===== config.mk =====
export PLATFORM = sky130hd
export DESIGN_NAME = chunk_coverage_tracker_top
export DESIGN_NICKNAME = d
export VERILOG_FILES = /design/src/cct_pkg.sv /design/src/cct_cell.sv /design/src/chunk_coverage_tracker_top.sv
export SDC_FILE = /design/constraint.sdc
export NUM_CORES = 2
export LEC_CHECK = 0
export BUFFER_PORTS_ARGS = -buffer_cell sky130_fd_sc_hd__buf_2
export CAP_MARGIN = 20
export CORE_MARGIN = 2
export CORE_UTILIZATION = 25
export CTS_CLUSTER_SIZE = 40
export DETAILED_ROUTE_END_ITERATION = 12
export PLACE_DENSITY_LB_ADDON = 0.3
export SKIP_LAST_GASP = 1
export SYNTH_ARGS = -nofsm -noshare
export SYNTH_HDL_FRONTEND = slang
export SYNTH_SLANG_ARGS = --single-unit

===== constraint.sdc =====
create_clock -name clk_i -period 15.69 [get_ports clk_i]
set_clock_uncertainty 0.15 [all_clocks]
set_input_delay 4.707 -clock clk_i [delete_from_list [all_inputs] [get_ports clk_i]]
set_output_delay 4.707 -clock clk_i [all_outputs]
set_load 0.01 [all_outputs]

===== src/cct_pkg.sv =====
`timescale 1ns / 1ps
package cct_pkg;

  localparam int MaxIntervalsDef = 8;
  localparam int MaxImageBytesDef = 32768;
  localparam logic [15:0] HeaderBytes = 16'd12;
  localparam logic [31:0] MagicHwam = {8'h48, 8'h57, 8'h41, 8'h4D};
  localparam int IdxW = 4;

  typedef enum logic [2:0] {
    StOk       = 3'd0,
    StProtocol = 3'd1,
    StRange    = 3'd2,
    StNoInit   = 3'd3,
    StNoMem    = 3'd4
  } status_e;

  typedef enum logic [1:0] {
    FsmIdle,
    FsmCheck,
    FsmScan,
    FsmDone
  } fsm_e;

  typedef struct packed {
    logic            vld;
    logic [15:0]     lo;
    logic [15:0]     hi;
    logic            dup;
    logic            hit;
    logic [15:0]     sub;
    logic            free_f;
    logic [IdxW-1:0] free_idx;
  } tok_t;

endpackage


===== src/cct_cell.sv =====
`timescale 1ns / 1ps
module cct_cell
  import cct_pkg::*;
#(
  parameter int Index = 0
) (
  input  logic        clk_i,
  input  logic        rst_ni,
  input  logic        clr_i,
  input  logic        wr_i,
  input  logic [15:0] wr_lo_i,
  input  logic [15:0] wr_hi_i,
  input  tok_t        tok_i,
  output tok_t        tok_o
);

  logic        occ_q, occ_d;
  logic [15:0] start_q, end_q;
  tok_t        tok_q, tok_d;
  logic        cont, touch;

  assign cont  = occ_q && (tok_i.lo >= start_q) && (tok_i.hi <= end_q);
  assign touch = occ_q && (tok_i.lo <= end_q) && (tok_i.hi >= start_q);

  always_comb begin
    tok_d = tok_i;
    occ_d = occ_q;
    if (tok_i.vld && !tok_i.dup) begin
      if (cont) begin
        tok_d.dup = 1'b1;
      end else if (touch) begin
        tok_d.lo  = (start_q < tok_i.lo) ? start_q : tok_i.lo;
        tok_d.hi  = (end_q > tok_i.hi) ? end_q : tok_i.hi;
        tok_d.hit = 1'b1;
        tok_d.sub = tok_i.sub + (end_q - start_q);
        occ_d     = 1'b0;
      end
      if (!tok_i.free_f && (!occ_q || (touch && !cont))) begin
        tok_d.free_f   = 1'b1;
        tok_d.free_idx = IdxW'(Index);
      end
    end
    if (wr_i) begin
      occ_d = 1'b1;
    end
    if (clr_i) begin
      occ_d = 1'b0;
    end
  end

  always_ff @(posedge clk_i or negedge rst_ni) begin
    if (!rst_ni) begin
      occ_q <= 1'b0;
      tok_q <= '0;
    end else begin
      occ_q <= occ_d;
      tok_q <= tok_d;
    end
  end

  always_ff @(posedge clk_i) begin
    if (wr_i) begin
      start_q <= wr_lo_i;
      end_q   <= wr_hi_i;
    end
  end

  assign tok_o = tok_q;

endmodule


===== src/chunk_coverage_tracker_top.sv =====
`timescale 1ns / 1ps
// Chunk coverage tracker. Each input beat on the s_axis channel carries one
// frame header; each header produces exactly one result beat on m_axis with
// the status, the covered byte count and the running counters.
// The user must write the buffer size register via cfg_we_i and cfg_wdata_i
// only while the block is idle, which the block leaves unchecked. A write also
// clears the current transfer. A header that is rejected, not initialized or
// has an empty payload gives its result from the check state. A chunk that
// passes the checks walks a token through the row of MAX_INTERVALS interval
// cells, one cell per cycle, and its result is loaded from the tail register.
// Both load the output register only once it is free.
// The block takes one header at a time; s_axis_tready is high only when no
// header is in work. The result stays in an output register until
// m_axis_tready takes it, and the next header may be accepted meanwhile; its
// processing waits while the output register is still full.
// Reset clears the buffer size, the transfer state, the interval cells and
// all counters.
module chunk_coverage_tracker_top
  import cct_pkg::*;
#(
  parameter int MAX_INTERVALS = MaxIntervalsDef,
  parameter int MAX_IMAGE_BYTES = MaxImageBytesDef
) (
  input  logic         clk_i,
  input  logic         rst_ni,
  input  logic         cfg_we_i,
  input  logic [15:0]  cfg_wdata_i,
  input  logic         s_axis_tvalid,
  output logic         s_axis_tready,
  // frame_length, magic, total_bytes, image_crc, chunk_offset
  input  logic [111:0] s_axis_tdata,
  output logic         m_axis_tvalid,
  input  logic         m_axis_tready,
  // status, duplicate, received_bytes, coverage_done, expected_crc,
  // chunk_count, rejected_count, duplicate_count, 3 zero bits
  output logic [135:0] m_axis_tdata
);

  localparam int N = MAX_INTERVALS;

  fsm_e         state_q, state_d;
  logic [111:0] hdr_q;
  logic [15:0]  buf_q, ann_tot_q, ann_crc_q, cov_q;
  logic [31:0]  acc_cnt_q, rej_cnt_q, dup_cnt_q;
  logic         out_vld_q;
  logic [135:0] out_q;
  tok_t         tok0_q, tail_q;
  tok_t         chain [N+1];
  logic [N-1:0] wr_vec;
  logic         clr;

  logic [15:0] flen, crc, off, len, new_tot;
  logic [31:0] magic, total;
  logic [16:0] chunk_end;
  logic        out_free, restart, hdr_err, rng_err, early;
  status_e     early_st;

  assign flen  = hdr_q[15:0];
  assign magic = hdr_q[47:16];
  assign total = hdr_q[79:48];
  assign crc   = hdr_q[95:80];
  assign off   = hdr_q[111:96];
  assign len   = flen - HeaderBytes;
  assign chunk_end = {1'b0, off} + {1'b0, len};
  assign out_free = !out_vld_q || m_axis_tready;
  assign restart  = !(ann_tot_q == total[15:0] && ann_crc_q == crc);
  assign new_tot  = restart ? total[15:0] : ann_tot_q;
  assign hdr_err  = (flen < HeaderBytes) || (magic != MagicHwam);
  assign rng_err  = (total == 32'd0) || (total > 32'(MAX_IMAGE_BYTES));

  always_comb begin
    early    = 1'b1;
    early_st = StOk;
    if (hdr_err) begin
      early_st = StProtocol;
    end else if (rng_err) begin
      early_st = StRange;
    end else if (buf_q == 16'd0) begin
      early_st = StNoInit;
    end else if (total > {16'd0, buf_q}) begin
      early_st = StRange;
    end else if (len == 16'd0) begin
      early_st = StOk;
    end else if (chunk_end > {1'b0, new_tot}) begin
      early_st = StRange;
    end else begin
      early = 1'b0;
    end
  end

  always_comb begin
    state_d = state_q;
    case (state_q)
      FsmIdle: begin
        if (s_axis_tvalid) state_d = FsmCheck;
      end
      FsmCheck: begin
        if (out_free) state_d = early ? FsmIdle : FsmScan;
      end
      FsmScan: begin
        if (chain[N].vld) state_d = FsmDone;
      end
      FsmDone: begin
        if (out_free) state_d = FsmIdle;
      end
      default: state_d = FsmIdle;
    endcase
  end

  assign s_axis_tready = (state_q == FsmIdle);

  logic        ann_upd, pass_buf;
  assign pass_buf = !hdr_err && !rng_err && (buf_q != 16'd0) && (total <= {16'd0, buf_q});
  assign ann_upd  = (state_q == FsmCheck) && out_free && pass_buf && restart;
  assign clr      = cfg_we_i || ann_upd;

  logic        done_wr;
  logic [15:0] cov_new;
  assign done_wr = (state_q == FsmDone) && out_free && !tail_q.dup
                   && (tail_q.hit || tail_q.free_f);
  assign cov_new = cov_q + (tail_q.hi - tail_q.lo) - tail_q.sub;

  always_comb begin
    for (int k = 0; k < N; k++) begin
      wr_vec[k] = done_wr && (tail_q.free_idx == IdxW'(k));
    end
  end

  assign chain[0] = tok0_q;
  for (genvar g = 0; g < N; g++) begin : g_cell
    cct_cell #(.Index(g)) u_cell (
      .clk_i   (clk_i),
      .rst_ni  (rst_ni),
      .clr_i   (clr),
      .wr_i    (wr_vec[g]),
      .wr_lo_i (tail_q.lo),
      .wr_hi_i (tail_q.hi),
      .tok_i   (chain[g]),
      .tok_o   (chain[g+1])
    );
  end

  // Result fields as they stand after the current update.
  logic [15:0] r_tot, r_crc, r_cov;
  logic [31:0] r_acc, r_rej, r_dup;
  status_e     r_st;
  logic        r_dupf, load;

  always_comb begin
    r_tot  = ann_tot_q;
    r_crc  = ann_crc_q;
    r_cov  = cov_q;
    r_acc  = acc_cnt_q;
    r_rej  = rej_cnt_q;
    r_dup  = dup_cnt_q;
    r_st   = StOk;
    r_dupf = 1'b0;
    load   = 1'b0;
    if (state_q == FsmCheck && out_free) begin
      if (pass_buf && restart) begin
        r_tot = total[15:0];
        r_crc = crc;
        r_cov = 16'd0;
      end
      if (early) begin
        load = 1'b1;
        r_st = early_st;
        if (hdr_err || rng_err || (pass_buf && len != 16'd0)) r_rej = rej_cnt_q + 32'd1;
      end else begin
        r_acc = acc_cnt_q + 32'd1;
      end
    end else if (state_q == FsmDone && out_free) begin
      load = 1'b1;
      if (tail_q.dup) begin
        r_dupf = 1'b1;
        r_dup  = dup_cnt_q + 32'd1;
      end else if (!tail_q.hit && !tail_q.free_f) begin
        r_st  = StNoMem;
        r_rej = rej_cnt_q + 32'd1;
      end else begin
        r_cov = cov_new;
      end
    end
  end

  always_ff @(posedge clk_i or negedge rst_ni) begin
    if (!rst_ni) begin
      state_q    <= FsmIdle;
      buf_q      <= 16'd0;
      ann_tot_q  <= 16'd0;
      ann_crc_q  <= 16'd0;
      cov_q      <= 16'd0;
      acc_cnt_q  <= 32'd0;
      rej_cnt_q  <= 32'd0;
      dup_cnt_q  <= 32'd0;
      out_vld_q  <= 1'b0;
      tok0_q     <= '0;
    end else begin
      state_q    <= state_d;
      acc_cnt_q  <= r_acc;
      rej_cnt_q  <= r_rej;
      dup_cnt_q  <= r_dup;
      tok0_q.vld      <= (state_q == FsmCheck) && out_free && !early;
      tok0_q.lo       <= off;
      tok0_q.hi       <= chunk_end[15:0];
      tok0_q.dup      <= 1'b0;
      tok0_q.hit      <= 1'b0;
      tok0_q.sub      <= 16'd0;
      tok0_q.free_f   <= 1'b0;
      tok0_q.free_idx <= '0;
      if (cfg_we_i) begin
        buf_q     <= cfg_wdata_i;
        ann_tot_q <= 16'd0;
        ann_crc_q <= 16'd0;
        cov_q     <= 16'd0;
      end else begin
        ann_tot_q <= r_tot;
        ann_crc_q <= r_crc;
        cov_q     <= r_cov;
      end
      if (load) begin
        out_vld_q <= 1'b1;
      end else if (m_axis_tready) begin
        out_vld_q <= 1'b0;
      end
    end
  end

  always_ff @(posedge clk_i) begin
    if (s_axis_tvalid && s_axis_tready) hdr_q <= s_axis_tdata;
    if (chain[N].vld) tail_q <= chain[N];
    if (load) begin
      out_q <= {3'd0, r_dup, r_rej, r_acc, r_crc,
                (r_tot != 16'd0) && (r_cov == r_tot), r_cov, r_dupf, r_st};
    end
  end

  assign m_axis_tvalid = out_vld_q;
  assign m_axis_tdata  = out_q;

endmodule


# After elaboration in Yosys (flattened, before gate mapping)
# Index checks and enable logic that the tools add are counted.
dict set report totals {
  regBits 1208
  in_bits 133
  wordCells 544
}
dict set report classes {
  add_sub_neg 23
  magnitude_cmp 53
  n_eq_ne 26
  mux 165
  n_bitwise 1
  reduce_logical 166
}
# op n
set op_table {}
lappend op_table {{32-bit two-way mux} 27}
lappend op_table {{16-bit two-way mux} 29}
lappend op_table {{55-bit two-way mux} 8}
lappend op_table {{17-bit two-way mux} 16}
lappend op_table {{16-bit greater-or-equal comparator} 16}
lappend op_table {{16-bit less-or-equal comparator} 16}
lappend op_table {{16-bit subtractor} 10}
lappend op_table {{16-bit adder} 8}
lappend op_table {{16-bit > comparator} 8}
lappend op_table {{16-bit < comparator} 8}
lappend op_table {{32-bit by 1-bit adder with 32-bit output (second input constant)} 3}
lappend op_table {{1-bit logical AND} 78}
lappend op_table {{1-bit two-way mux} 60}
lappend op_table {{16-bit equality test} 3}
lappend op_table {{16-bit nonzero test} 3}
lappend op_table {{3-bit nonzero test} 16}
lappend op_table {{5-bit two-way mux} 8}
lappend op_table {{1-bit logical NOT} 38}
lappend op_table {{32-bit by 16-bit > comparator with 1-bit output} 1}
lappend op_table {{32-bit by 16-bit > comparator with 1-bit output (second input constant)} 1}
lappend op_table {{32-bit by 16-bit less-or-equal comparator with 1-bit output} 1}
lappend op_table {{16-bit logical NOT} 2}
lappend op_table {{32-bit logical NOT} 1}
lappend op_table {{32-bit by 31-bit inequality test with 1-bit output (second input constant)} 1}
lappend op_table {{23 further kinds} 72}

# Depth between registers and ports, before layout
dict set report depth {
  ltp_word 13
  mapped_depth 23
}

# Cells and area by module
# A second synthesis with hierarchy kept.
dict set report hier_totals {
  cells_unflattened 5952
  area_unflattened_um2 67750.0
}
# module n_inst cells_per_inst area_per_inst_um2
set by_module_without_submodules {}
lappend by_module_without_submodules {chunk_coverage_tracker_top 1 1582 21583.2}
lappend by_module_without_submodules {{cct_cell at g_cell[1].u_cell ...} 3 552 5778.0}
lappend by_module_without_submodules {{cct_cell at g_cell[5].u_cell ...} 3 538 5734.2}
lappend by_module_without_submodules {{cct_cell at g_cell[2].u_cell} 1 548 5844.4}
lappend by_module_without_submodules {{cct_cell at g_cell[0].u_cell} 1 552 5785.5}

# Worst setup path before layout
# No wires, ideal clock.
dict set report synth_path {
  kind {in2reg}
  from {input port m_axis_tready}
  to {register out_vld_q (netlist: m_axis_tvalid)}
  setup_ps 106
  t_arrival_ps 12030
  required_time_ps 15434
  slack_ps 3404
  path_stages 4
  path_cell_list {nand2b_1 -> nand2_1 -> a21oi_1 -> or2_2}
}
dict set report synth_via {
  elab_chain_len 5
  word_cells_on_any_way 7
  cone_classes {mux: 3; reduce/logical: 4}
}
# element line
set synth_lines {}
lappend synth_lines {{start: declaration} chunk_coverage_tracker_top.sv:33} ;# input logic m_axis_tready,
lappend synth_lines {{1-bit logical OR *} chunk_coverage_tracker_top.sv:65} ;# assign out_free = !out_vld_q || m_axis_tready;
lappend synth_lines {{1-bit logical AND} chunk_coverage_tracker_top.sv:172} ;# end else if (state_q == FsmDone && out_free) begin
lappend synth_lines {{1-bit two-way mux} chunk_coverage_tracker_top.sv:172}
lappend synth_lines {{1-bit two-way mux *} chunk_coverage_tracker_top.sv:159} ;# if (state_q == FsmCheck && out_free) begin
lappend synth_lines {{net load} chunk_coverage_tracker_top.sv:147} ;# logic r_dupf, load;
lappend synth_lines {{1-bit two-way mux / 2-bit nonzero test (equally long branches)} n/a}
lappend synth_lines {{end signal: assignment} chunk_coverage_tracker_top.sv:196} ;# out_vld_q <= 1'b0;
lappend synth_lines {{end signal: assignment} chunk_coverage_tracker_top.sv:222} ;# out_vld_q <= 1'b1;
lappend synth_lines {{end signal: assignment} chunk_coverage_tracker_top.sv:224} ;# out_vld_q <= 1'b0;
lappend synth_lines {{end: declaration} chunk_coverage_tracker_top.sv:45} ;# logic out_vld_q;
# Mark *: on every way through the listed nets, which the timed path passes. The rest lies on a longest branch.
# A chain may end at the register's enable or synchronous reset.

# Worst setup path after layout
dict set report layout_path {
  from {register hdr_q[2]}
  to {register out_q[63] (netlist: m_axis_tdata[63]) (enable)}
}
dict set report layout_via {
  elab_chain_len 11
  word_cells_on_any_way 14
  cone_classes {add/sub: 2; order compare: 2; mux: 8; reduce/logical: 2}
}
# element line
set layout_lines {}
lappend layout_lines {{start: declaration} chunk_coverage_tracker_top.sv:42} ;# logic [111:0] hdr_q;
lappend layout_lines {{start signal: assignment} chunk_coverage_tracker_top.sv:230} ;# if (s_axis_tvalid && s_axis_tready) hdr_q <= s_axis_tdata;
lappend layout_lines {{16-bit by 4-bit subtractor with 16-bit output} chunk_coverage_tracker_top.sv:63} ;# assign len = flen - HeaderBytes;
lappend layout_lines {{16-bit by 16-bit adder with 17-bit output} chunk_coverage_tracker_top.sv:64} ;# assign chunk_end = {1'b0, off} + {1'b0, len};
lappend layout_lines {{net chunk_end[15]} chunk_coverage_tracker_top.sv:54} ;# logic [16:0] chunk_end;
lappend layout_lines {{17-bit by 16-bit > comparator with 1-bit output} chunk_coverage_tracker_top.sv:84} ;# end else if (chunk_end > {1'b0, new_tot}) begin
lappend layout_lines {{1-bit two-way mux} chunk_coverage_tracker_top.sv:84}
lappend layout_lines {{1-bit two-way mux} chunk_coverage_tracker_top.sv:82} ;# end else if (len == 16'd0) begin
lappend layout_lines {{1-bit two-way mux} chunk_coverage_tracker_top.sv:80} ;# end else if (total > {16'd0, buf_q}) begin
lappend layout_lines {{1-bit two-way mux} chunk_coverage_tracker_top.sv:78} ;# end else if (buf_q == 16'd0) begin
lappend layout_lines {{1-bit two-way mux} chunk_coverage_tracker_top.sv:76} ;# end else if (rng_err) begin
lappend layout_lines {{1-bit two-way mux} chunk_coverage_tracker_top.sv:74} ;# if (hdr_err) begin
lappend layout_lines {{1-bit two-way mux} chunk_coverage_tracker_top.sv:165} ;# if (early) begin
lappend layout_lines {{1-bit two-way mux} chunk_coverage_tracker_top.sv:159}
lappend layout_lines {{net load} chunk_coverage_tracker_top.sv:147}
lappend layout_lines {{end signal: assignment} chunk_coverage_tracker_top.sv:233} ;# out_q <= {3'd0, r_dup, r_rej, r_acc, r_crc,
lappend layout_lines {{end: declaration} chunk_coverage_tracker_top.sv:46} ;# logic [135:0] out_q;
# The timed path passes the listed nets, and every way through them passes these cells.

==> metrics.md <==
| Metric | Value |
|---|---|
| Yosys reg bits | 1192 |
| Largest net degree at the start of global routing | 160 |
| Mapped Area | roughly 65000 µm² |
| Tot GR Track Use | 0.1520 |
| # DRC | 0 |
| Yosys Warn Count | 0 |
| Initial DRC Count | 3209 |
| Synth top area share | 0.2551 |
| Maxcap violations | 0 |
| Die extent in y | 515.2 µm |
| Hold Crit Class | reg2reg |
| WL final | approximately 200 mm |
| Fin Hold WS | around 0.24 ns |
| Final non-filler cell total | 9732 |
| Sequential share of power | 0.440 |
| Clk network pwr share | 0.355 |
| Area of the multi-input gates | 29280 µm² |
| Startpoint types | flip-flop |
| Run status | complete, no violations |
| Die area | about 270000 µm² |
| Fin crit period | between 7 and 8 ns |
| FF/Latch Area | 32610 µm² |
| Row count | around 190 |
| Cell internal pwr | between 6000 and 7000 µW |
| Hold_buf cts | 0 |
| Fmax | 142.3 MHz |
| Cell Count Post-Placement | ~9.5k |
| CTS tree | built |
| NetSw | ~3000 µW |
| Die Width | a little over 500 µm |
| Avg WL per Cell | 20.80 µm |
| Clock Tree Buf Depth | 3 |
| Power Density | between 100 and 150 nW/µm² |
| I/O pin count | between 200 and 300 |
| Netlist cell types | 87 |
| Leakage power | approximately 0.035 µW |
| Vias in the first global route | roughly 46k |
| Gate power share | 0.205 |
| Layout area overhead | 16.41% |
| Avg Inst Size Synth | between 10 and 15 µm² |
| Final core utilization | 0.2929 |
| TritonCTS buffer count | approximately 140 |
| RSZ-0062 raised after global routing | false |
| Req. time, crit path | approximately 16 ns |
| Port bufs | ~270 |
| GPL Wtd Cong | roughly 0.9 |
| Initial antenna violation count | 51 |
| Detailed placement HPWL | 154.2 mm |
| CTS Sinks | 1192 |
| Peak supply drop | approximately 0.11 mV |
| Cell taking the most area after synthesis | edfxtp_1 |
| Worst setup EP type | flip-flop |
| Post-synth EDFFs | ~560 |
| Root buf cell | clkbuf_16 |
| CORE AREA | between 200000 and 300000 µm² |
| Filler cells | ~27k |
| Congestion Overflow GR | 0 |
| Vias per Instance | between 4 and 5 |
| CP Max Fanout | between 70 and 80 |
| Crit path DAT | between 7 and 8 ns |
| Final setup violating endpoints | 0 |
| H-tree Lvls | 4 |
| First-pass DRT Iterations | 7 |
| Final hold violations | 0 |
| Worst skew pair latency | between 0.7 and 0.8 ns |
| Antenna Nets Post-Route | 0 |
| First-pass GRT wire length | between 200 and 300 mm |
| Top_reg_cell synth | dfrtp_1 |
| Reg clk slew, reported paths | about 0.05 ns |
| Share of cells above drive strength 1 | 0.1172 |
| Mapped Cells | 5816 |
| Crit path kind | reg2reg |
| Sw frac | 0.3164 |
| Initial core utilization | 0.2516 |
| Slew HR | 0.3048 |
| Area contributors post-synth | edfxtp_1, dfrtp_1, ha_1, inv_1, fa_1 |
| Asr flop ratio synth | 0.5344 |
| Commonest cells in the netlist | inv_1, ha_1, dfrtp_1, edfxtp_1, nand2_1 |
| Seq/Total Area, Yosys | 0.4990 |
| Setup TNS Final | 0 ns |
| Post-CTS sizing | 0 |
| Via count | 44.65k |
| Slew Limit Fails | 0 |
| Dominant cell by count in the synthesized netlist | inv_1 |
| Worst-margin pin slew | roughly 1.0 ns |
| # nets final | 7178 |
| Post-CTS setup buffers | 0 |
| Final period utilization | 0.4480 |
[metal layers]
| metal | part of all wire | global-route usage | wire, µm | up-vias |
|---|---|---|---|---|
| li1 | - | - | - | 21074 |
| met1 | 0.45 | 0.2052 | 91560 | 22046 |
| met2 | 0.44 | 0.2348 | 89360 | 1180 |
| met3 | 0.076 | 0.04236 | 15430 | 296 |
| met4 | 0.029 | 0.04655 | 5782 | 54 |
| met5 | 0.0016 | 0 | 322 | - |
[kinds of logic (layout without fill, tap and decap cells)]
kind of cell             after synthesis  in the layout  synth area share
AND/OR/NAND/NOR                     1335           1335            0.1017
flip-flops                          1192           1192            0.4990
AO/OA/AOI/OAI                       1051           1051            0.1004
buffers and inverters                933           1431           0.05433
adder cells (fa/ha/maj)              846            846            0.1777
XOR/XNOR                             300            300           0.04021
multiplexers                         158            158           0.02654
other                                  1             17        0.00005739
[layout make-up]
cell class	count	share of cell area
antenna	14	0.0004606
sequential	1192	0.4287
inverter	833	0.04111
clock inverter	71	0.01128
clock buffer	187	0.05187
timing repair buffer	340	0.02574
multi-input combinational	3693	0.3849
tap	3402	0.05596
[state kept, by name, summed over array words and instances (netlist names), 32 cells and up, named ones only]
name and cells:
tail_q 54, hdr_q 112, rej_cnt_q 32, g_cell.u_cell.start_q 128, m_axis_tdata 133, dup_cnt_q 32
chain 33, acc_cnt_q 32, g_cell.u_cell.end_q 128, g_cell.u_cell.tok_o 433
[power groups by stage]
stage,sequential [µW],clock [µW],combinational (µW)
floorplan,4110,0,1160
global placement,4220,0,1890
detailed placement,4200,0,1930
CTS,4160,3430,1950
global route,4200,3560,2190
finish,4150,3350,1930
[per-stage QoR]
| stage | setup slack [ns] | total power, µW | instance area [µm²] |
|---|---|---|---|
| after global placement | 8.033 | 6112 | 71160 |
| after floorplan | 3.404 | 5268 | 65350 |
| after detailed placement | 8.020 | 6135 | 71170 |
| final | 8.662 | 9436 | 76060 |
| after CTS | 8.599 | 9540 | 75970 |
| after global routing | 8.046 | 9949 | 76040 |
[critical path: stages (launching register included)]
cell and delay (ns):
edfxtp_1 0.47, ha_1 0.27, nor3_1 0.55, nand2_1 0.15, xnor2_1 0.23, ha_1 0.33, nand2_1 0.11, nand2_1 0.05
a41oi_1 0.26, a21oi_1 0.12, o21a_1 0.21, o41ai_1 0.39, xnor2_1 0.15, ha_1 0.32, nor2_1 0.05, a41oi_1 0.16
o31ai_1 0.10, o21ai_0 0.49, nor2_1 0.11, and3_1 0.24, a21oi_4 0.75, buf_4 0.90
[placed cells by master (no fill, tap or decap), types with 17 or more instances in the layout]
cell / count
o31ai_1: 17
xor2_1: 107
dfrtp_1: 636
nand2_1: 422
nand3_1: 88
mux2_2: 122
mux2i_1: 36
nor3_1: 91
nor2b_1: 87
buf_2: 266
nor4_1: 38
nand2b_1: 42
and3_1: 40
nor2_1: 247
a2111oi_0: 24
o21a_1: 54
nand4_1: 119
or3_1: 41
o211ai_1: 29
clkbuf_8: 18
inv_1: 833
edfxtp_1: 555
xnor2_1: 193
ha_1: 709
or2_2: 19
a21o_1: 158
a21oi_1: 218
fa_1: 137
buf_4: 67
clkbuf_1: 25
o21ai_0: 375
a211oi_1: 25
clkinv_1: 17
clkbuf_16: 144
[path summary, 6_finish.rpt]
kind                                                   endpoint           startpoint  slack (ns)  depth (start not counted)
max in group asynchronous  g_cell[4].u_cell.tok_o[31]$_DFF_PN0_               rst_ni        9.35                          3
hold reg to reg                            chain[487]$_DFF_PN0_  hdr_q[96]$_DFFE_PP_        0.24                          0
setup reg to reg                     m_axis_tdata[63]$_DFFE_PP_   hdr_q[2]$_DFFE_PP_        8.66                         21
setup / recovery                     m_axis_tdata[63]$_DFFE_PP_   hdr_q[2]$_DFFE_PP_        8.66                         21
hold / removal                             chain[487]$_DFF_PN0_  hdr_q[96]$_DFFE_PP_        0.24                          0
min in group asynchronous               dup_cnt_q[20]$_DFF_PN0_               rst_ni        3.82                          1
(Power assumes the default switching activity.)
